## config.mk

```make
export PLATFORM = sky130hd
export DESIGN_NAME = pcg32_generator_with_jump
export DESIGN_NICKNAME = d
export VERILOG_FILES = /design/src/hw/rtl/pcg_pkg.sv /design/src/hw/rtl/pcg32_generator_with_jump.sv /design/src/hw/rtl/pcg_mul64.sv
export SDC_FILE = /design/constraint.sdc
export NUM_CORES = 2
export LEC_CHECK = 0
export BUFFER_PORTS_ARGS = -buffer_cell sky130_fd_sc_hd__buf_2
export CORE_ASPECT_RATIO = 0.8
export CORE_MARGIN = 1
export CORE_UTILIZATION = 60
export CTS_BUF_LIST = sky130_fd_sc_hd__clkbuf_4 sky130_fd_sc_hd__clkbuf_8
export DETAILED_ROUTE_END_ITERATION = 10
export PLACE_DENSITY = 0.8
export SYNTH_ARGS = -nofsm -noshare
export SYNTH_HDL_FRONTEND = slang
export SYNTH_SLANG_ARGS = --single-unit
```

## constraint.sdc

```tcl
create_clock -name clk -period 8.5 [get_ports clk]
set_clock_uncertainty 0.05 [all_clocks]
set_input_delay 0.425 -clock clk [delete_from_list [all_inputs] [get_ports clk]]
set_output_delay 0.425 -clock clk [all_outputs]
set_load 0.01 [all_outputs]
```

## src/hw/rtl/pcg_pkg.sv

```systemverilog
package pcg_pkg;

	localparam int unsigned StateWidth  = 64;
	localparam int unsigned ValueWidth  = 32;
	localparam int unsigned StreamWidth = 63;
	localparam int unsigned CfgIdxWidth = 2;
	localparam int unsigned HalfWidth   = StateWidth / 2;

	localparam logic [StateWidth-1:0] LcgMult = 64'd6364136223846793005;

	localparam int unsigned XsShift   = 18;
	localparam int unsigned XsDrop    = 27;
	localparam int unsigned RotTop    = 59;

	typedef enum logic [1:0] {
		OpNext   = 2'd0,
		OpJump   = 2'd1,
		OpReseed = 2'd2
	} op_t;

	localparam logic [CfgIdxWidth-1:0] RegSeed   = 2'd0;
	localparam logic [CfgIdxWidth-1:0] RegStream = 2'd1;

	// multiply-add request: result = a * b + c (mod 2^64)
	typedef struct packed {
		logic                  start;
		logic [StateWidth-1:0] a;
		logic [StateWidth-1:0] b;
		logic [StateWidth-1:0] c;
	} mul_req_t;

	typedef struct packed {
		logic                  done;
		logic [StateWidth-1:0] result;
	} mul_rsp_t;

	// xorshift high, then rotate right by the top five state bits
	function automatic logic [ValueWidth-1:0] permute(input logic [StateWidth-1:0] s);
		logic [StateWidth-1:0] xs;
		logic [ValueWidth-1:0] x;
		logic [4:0]            r;
		logic [2*ValueWidth-1:0] rr;
		xs = (s >> XsShift) ^ s;
		x  = xs[XsDrop +: ValueWidth];
		r  = s[RotTop +: 5];
		rr = {x, x} >> r;
		return rr[ValueWidth-1:0];
	endfunction

endpackage

```

## src/hw/rtl/pcg32_generator_with_jump.sv

```systemverilog
// PCG-XSH-RR generator with 64-bit LCG state and jump-ahead. Every multiply goes
// through one shared 32x32 multiplier that builds a 64-bit product from partial products,
// so items are taken one at a time and in_stall is high while one is at work.
// Next runs one multiply, updates the state, then raises the output word and returns
// to idle, waiting first while the output register is still stalled; reseed runs
// one multiply.
// Jump checks the distance one bit at a time and runs two multiplies for every bit up
// to its highest set bit and two more for each set bit, plus one final multiply.
// Operation 3 is dropped with no output.
module pcg32_generator_with_jump (
	input  logic                               clk,
	input  logic                               arst_n,
	input  logic                               cfg_write,
	input  logic [pcg_pkg::CfgIdxWidth-1:0]    cfg_index,
	input  logic [pcg_pkg::StateWidth-1:0]     cfg_data,
	input  logic                               in_valid,
	output logic                               in_stall,
	input  logic [1:0]                         operation,
	input  logic [pcg_pkg::StateWidth-1:0]     jump_distance,
	output logic                               out_valid,
	input  logic                               out_stall,
	output logic [pcg_pkg::ValueWidth-1:0]     random_value
);

	localparam int unsigned W  = pcg_pkg::StateWidth;
	localparam int unsigned SW = pcg_pkg::StreamWidth;

	typedef enum logic [3:0] {
		StIdle,
		StNext,
		StEmit,
		StReseed,
		StJCheck,
		StJAccM,
		StJAccC,
		StJCurC,
		StJCurM,
		StJFinal
	} state_t;

	state_t state_q;

	logic [W-1:0]  lcg_state_q;
	logic [W-1:0]  lcg_inc_q;
	logic [W-1:0]  seed_q;
	logic [SW-1:0] stream_q;

	logic [W-1:0]  dist_q;
	logic [W-1:0]  accm_q;
	logic [W-1:0]  accc_q;
	logic [W-1:0]  curm_q;
	logic [W-1:0]  curc_q;
	logic [pcg_pkg::ValueWidth-1:0] perm_q;

	logic                           out_valid_q;
	logic [pcg_pkg::ValueWidth-1:0] random_value_q;

	logic         mul_start_q;
	logic [W-1:0] mul_a_q;
	logic [W-1:0] mul_b_q;
	logic [W-1:0] mul_c_q;

	pcg_pkg::mul_req_t mul_req;
	pcg_pkg::mul_rsp_t mul_rsp;

	logic         in_acc;
	logic         out_free;
	logic [W-1:0] new_inc;

	assign mul_req = '{start: mul_start_q, a: mul_a_q, b: mul_b_q, c: mul_c_q};

	pcg_mul64 u_mul (
		.clk    (clk),
		.arst_n (arst_n),
		.req    (mul_req),
		.rsp    (mul_rsp)
	);

	assign in_stall = (state_q != StIdle);
	assign in_acc   = in_valid && !in_stall;
	assign out_free = !out_valid_q || !out_stall;
	assign new_inc  = {stream_q, 1'b1};

	always_ff @(posedge clk or negedge arst_n) begin
		if (!arst_n) begin
			seed_q   <= '0;
			stream_q <= '0;
		end else if (cfg_write) begin
			unique case (cfg_index)
				pcg_pkg::RegSeed:   seed_q   <= cfg_data;
				pcg_pkg::RegStream: stream_q <= cfg_data[SW-1:0];
				default: ;
			endcase
		end
	end

	always_ff @(posedge clk or negedge arst_n) begin
		if (!arst_n) begin
			state_q     <= StIdle;
			lcg_state_q <= '0;
			lcg_inc_q   <= W'(1);
			out_valid_q <= 1'b0;
			mul_start_q <= 1'b0;
		end else begin
			mul_start_q <= 1'b0;
			if (out_valid_q && !out_stall) out_valid_q <= 1'b0;
			unique case (state_q)
				StIdle: begin
					if (in_acc) begin
						case (operation)
							pcg_pkg::OpNext: begin
								mul_start_q <= 1'b1;
								state_q     <= StNext;
							end
							pcg_pkg::OpJump: state_q <= StJCheck;
							pcg_pkg::OpReseed: begin
								lcg_inc_q   <= new_inc;
								mul_start_q <= 1'b1;
								state_q     <= StReseed;
							end
							default: ;
						endcase
					end
				end
				StNext: begin
					if (mul_rsp.done) begin
						lcg_state_q <= mul_rsp.result;
						state_q     <= StEmit;
					end
				end
				StEmit: begin
					// hold until the output register is free
					if (out_free) begin
						out_valid_q <= 1'b1;
						state_q     <= StIdle;
					end
				end
				StReseed: begin
					if (mul_rsp.done) begin
						lcg_state_q <= mul_rsp.result;
						state_q     <= StIdle;
					end
				end
				StJCheck: begin
					mul_start_q <= 1'b1;
					if (dist_q == '0) state_q <= StJFinal;
					else if (dist_q[0]) state_q <= StJAccM;
					else state_q <= StJCurC;
				end
				StJAccM: begin
					if (mul_rsp.done) begin
						mul_start_q <= 1'b1;
						state_q     <= StJAccC;
					end
				end
				StJAccC: begin
					if (mul_rsp.done) begin
						mul_start_q <= 1'b1;
						state_q     <= StJCurC;
					end
				end
				StJCurC: begin
					if (mul_rsp.done) begin
						mul_start_q <= 1'b1;
						state_q     <= StJCurM;
					end
				end
				StJCurM: begin
					if (mul_rsp.done) state_q <= StJCheck;
				end
				StJFinal: begin
					if (mul_rsp.done) begin
						lcg_state_q <= mul_rsp.result;
						state_q     <= StIdle;
					end
				end
				default: state_q <= StIdle;
			endcase
		end
	end

	// datapath registers and multiplier operands
	always_ff @(posedge clk) begin
		case (state_q)
			StIdle: begin
				if (in_acc) begin
					perm_q   <= pcg_pkg::permute(lcg_state_q);
					dist_q   <= jump_distance;
					accm_q   <= W'(1);
					accc_q   <= '0;
					curm_q   <= pcg_pkg::LcgMult;
					curc_q   <= lcg_inc_q;
					if (operation == pcg_pkg::OpReseed) begin
						mul_a_q <= new_inc + seed_q;
						mul_b_q <= pcg_pkg::LcgMult;
						mul_c_q <= new_inc;
					end else begin
						mul_a_q <= lcg_state_q;
						mul_b_q <= pcg_pkg::LcgMult;
						mul_c_q <= lcg_inc_q;
					end
				end
			end
			StEmit: begin
				if (out_free) random_value_q <= perm_q;
			end
			StJCheck: begin
				if (dist_q == '0) begin
					mul_a_q <= accm_q;
					mul_b_q <= lcg_state_q;
					mul_c_q <= accc_q;
				end else if (dist_q[0]) begin
					mul_a_q <= accm_q;
					mul_b_q <= curm_q;
					mul_c_q <= '0;
				end else begin
					mul_a_q <= curm_q + W'(1);
					mul_b_q <= curc_q;
					mul_c_q <= '0;
				end
			end
			StJAccM: begin
				if (mul_rsp.done) begin
					accm_q  <= mul_rsp.result;
					mul_a_q <= accc_q;
					mul_b_q <= curm_q;
					mul_c_q <= curc_q;
				end
			end
			StJAccC: begin
				if (mul_rsp.done) begin
					accc_q  <= mul_rsp.result;
					mul_a_q <= curm_q + W'(1);
					mul_b_q <= curc_q;
					mul_c_q <= '0;
				end
			end
			StJCurC: begin
				if (mul_rsp.done) begin
					curc_q  <= mul_rsp.result;
					mul_a_q <= curm_q;
					mul_b_q <= curm_q;
					mul_c_q <= '0;
				end
			end
			StJCurM: begin
				if (mul_rsp.done) begin
					curm_q <= mul_rsp.result;
					dist_q <= dist_q >> 1;
				end
			end
			default: ;
		endcase
	end

	assign out_valid    = out_valid_q;
	assign random_value = random_value_q;

endmodule

```

## src/hw/rtl/pcg_mul64.sv

```systemverilog
module pcg_mul64 (
	input  logic              clk,
	input  logic              arst_n,
	input  pcg_pkg::mul_req_t req,
	output pcg_pkg::mul_rsp_t rsp
);

	localparam int unsigned W = pcg_pkg::StateWidth;
	localparam int unsigned H = pcg_pkg::HalfWidth;

	logic [1:0]   step_q;
	logic         done_q;
	logic [W-1:0] acc_q;
	logic [W-1:0] prod_q;
	logic [H-1:0] op_x;
	logic [H-1:0] op_y;
	logic [W-1:0] prod;

	// partial products: lo*lo, lo*hi, hi*lo; hi*hi falls outside 64 bits
	always_comb begin
		case (step_q)
			2'd1: begin
				op_x = req.a[H-1:0];
				op_y = req.b[W-1:H];
			end
			2'd2: begin
				op_x = req.a[W-1:H];
				op_y = req.b[H-1:0];
			end
			default: begin
				op_x = req.a[H-1:0];
				op_y = req.b[H-1:0];
			end
		endcase
	end

	assign prod = op_x * op_y;

	always_ff @(posedge clk or negedge arst_n) begin
		if (!arst_n) begin
			step_q <= 2'd0;
			done_q <= 1'b0;
		end else begin
			done_q <= 1'b0;
			case (step_q)
				2'd0: if (req.start) step_q <= 2'd1;
				2'd1: step_q <= 2'd2;
				2'd2: step_q <= 2'd3;
				default: begin
					step_q <= 2'd0;
					done_q <= 1'b1;
				end
			endcase
		end
	end

	always_ff @(posedge clk) begin
		case (step_q)
			2'd0: begin
				acc_q  <= req.c;
				prod_q <= prod;
			end
			2'd1: begin
				acc_q  <= acc_q + prod_q;
				prod_q <= prod;
			end
			2'd2: begin
				acc_q  <= acc_q + {prod_q[H-1:0], {H{1'b0}}};
				prod_q <= prod;
			end
			default: begin
				acc_q  <= acc_q + {prod_q[H-1:0], {H{1'b0}}};
			end
		endcase
	end

	assign rsp.done   = done_q;
	assign rsp.result = acc_q;

endmodule

```

==> run metrics <==
Worst Path Max Fanout=7; residual DRC count=0; Worst slew margin=0.0351; Tmin final=8.62 ns; Horiz. Die Dim=approximately 420 µm; # IOs=between 150 and 200; most frequent cells in the layout=nand2_1, inv_1, fa_1; Clk pin slew, worst setup/hold paths=0.06 ns; Post-synth ARST share=0.273; 1st-pass router iterations=10; CP endpoint kind=flip-flop; global-route wire length before repair=476 mm; max_cap viols=0; setup TNS=-0.545 ns; CTS max path bufs=3; Worst Setup Path Type=flip-flop to flip-flop; Clock Sinks=968; post-synthesis sequential area ratio=0.326; GRT Util Overall=0.469; Layout Nets=10200; Synth Warn #=0; fin crit share=1.01; most common cell after layout, fill and taps aside=nand2_1; post-route ant nets=0; RSZ-0062 raised after global routing=yes; vias in the first global route=slightly below 70000; Total Die Area=142000 µm²; Die Span Y=337 µm; WL final=around 330 mm; Area growth, synth to finish=14.7%; largest net degree at the start of global routing=86; layout cells sized above 1=0.184; via count=70400; Post-Syn Instances=8211; post-route cell area=96600 µm²; IO Port Bufs=170; Peak Freq=approximately 120 MHz; failing checks=setup timing; fin. max-slew vios=0; Crit path required time=about 9 ns; Num CTS Buffers=between 100 and 150; synth unique cells=96; clk_lat worst skew=0.91 ns; Most used DFF post-synth=edfxtp_1; TritonCTS clock tree=done; dpl hpwl=254 mm; top cell type's share of synthesized area=0.240; EDFF count, synth=672; Slew @ Worst Pin=1.45 ns; core box area=between 100000 and 150000 µm²; Syn Nets=9676; DR WL/cell=a little over 30 µm; Setup WS pre-CTS=-0.388 ns; First DRT Iteration DRCs=10500; run status=finished with violations; most used cell, CP=fa_1; Netlist Area Pre-Place=between 80000 and 90000 µm²; grt total ovfl=0; leading area contributor after synthesis=edfxtp_1; Worst R2R Path Depth=33; CP arrival=9.19 ns; Syn Area/Cell=about 10 µm²; slowest stage delay, CP=0.54 ns; routability congestion estimate=1.11; H-Tree Depth=4; Via-to-Cell Ratio=about 6.5; final setup margin=-0.117 ns; slowest cell on the critical path=fa_1; # rows=122; main area contributors after synthesis=edfxtp_1, fa_1, dfrtp_1; hold_ws=0.0646 ns; initial antenna violation count=32; Root Driver=clkbuf_8; min-delay worst type=input pin to async pin; Fin. Hold Viols=0; Initial Util=0.607; synthesized flop and latch total=968; Final Setup Violations=9; CP Launch Type=flip-flop; Placed Area=90500 µm²
-- worst max-delay path, delay by kind of cell, from the launching register on --
family | cells | cell delay (ns)
buf+inv | 10 | 1.09
xor+xnor | 1 | 0.08
flops | 1 | 0.41
compound gates | 8 | 1.60
mux | 1 | 0.18
fa+ha+maj | 10 | 4.49
simple gates | 3 | 0.44
-- per-layer routing --
layer | GRT usage | routed length (µm) | up-vias
li1 | - | - | 29000
met1 | 0.651 | 125000 | 34900
met2 | 0.634 | 132000 | 5415
met3 | 0.191 | 54400 | 1077
met4 | 0.228 | 19400 | 34
met5 | 0.00542 | 387 | -
-- kinds of logic (layout without fill, tap and decap cells) --
group,count (synthesis),in the layout,synth area share
multiplexers,592,592,0.0785
adder cells (fa/ha/maj),1328,1328,0.277
buffers and inverters,1422,2109,0.0635
XOR/XNOR,270,270,0.0281
other,0,12,0
AND/OR/NAND/NOR,2340,2340,0.121
AO/OA/AOI/OAI,1291,1291,0.106
flip-flops,968,968,0.326
-- stage by stage --
| step | util | std cells |
|---|---|---|
| finish | 0.696 | 10800 |
| global placement | 0.652 | 10300 |
| global route | 0.696 | 10800 |
| floorplan | - | 8211 |
| detailed placement | 0.652 | 10300 |
| CTS | 0.690 | 10700 |
-- what timing repair did --
action,in CTS,in global routing
hold buffers,132,0
hold endpoints to repair,274,0
cloned,3,3
setup buffers,22,33
pin swaps,41,73
endpoints found under the setup margin,19,26
gates resized for setup,123,138
-- area by class of cell --
cell class	instances	area [µm²]
clock buffer	205	2530
tap	1860	2330
antenna	12	30.0
timing repair buffer	874	7560
multi-input combinational	5821	52600
sequential	968	27400
inverter	966	3630
clock inverter	64	487
fill	10500	42200
-- path summary, 6_finish.rpt --
path | start | end | slack, ns
worst max-delay path | u_mul.step_q[0] | u_mul.prod_q[60] | -0.12
min in group clk | operation[1] | mul_start_q | 0.17
worst min register to register | perm_q[5] | random_value[5] | 0.37
worst max register to register | u_mul.step_q[0] | u_mul.prod_q[60] | -0.12
max in group asynchronous | arst_n | u_mul.done_q | 6.76
worst min-delay path | arst_n | stream_q[12] | 0.06
-- Yosys cell counts, drive strengths merged (9+ instances only) --
library cell and number:
nor2 778, mux2i 183, a221oi 143, o31ai 17, nand3 93, buf 52
nor2b 30, a222oi 35, and2 118, nor4 25, mux4 15, a31oi 32
a311oi 10, o21bai 44, nor3 48, a221o 22, o31a 9, dfrtp 263
edfxtp 672, nand4 65, ha 429, a22o 51, nand2 974, nand2b 69
a21oi 355, fa 899, a22oi 31, o211ai 19, and3 98, o21a 14
xnor2 154, mux2 394, a21o 125, xor2 116, o21ai 246, inv 964
dfxtp 32, clkbuf 404, o221ai 47, a211oi 21
Power is left out: the tool's default activity adds up to more than one toggle a clock period on the data nets, which glitch-free logic cannot reach.
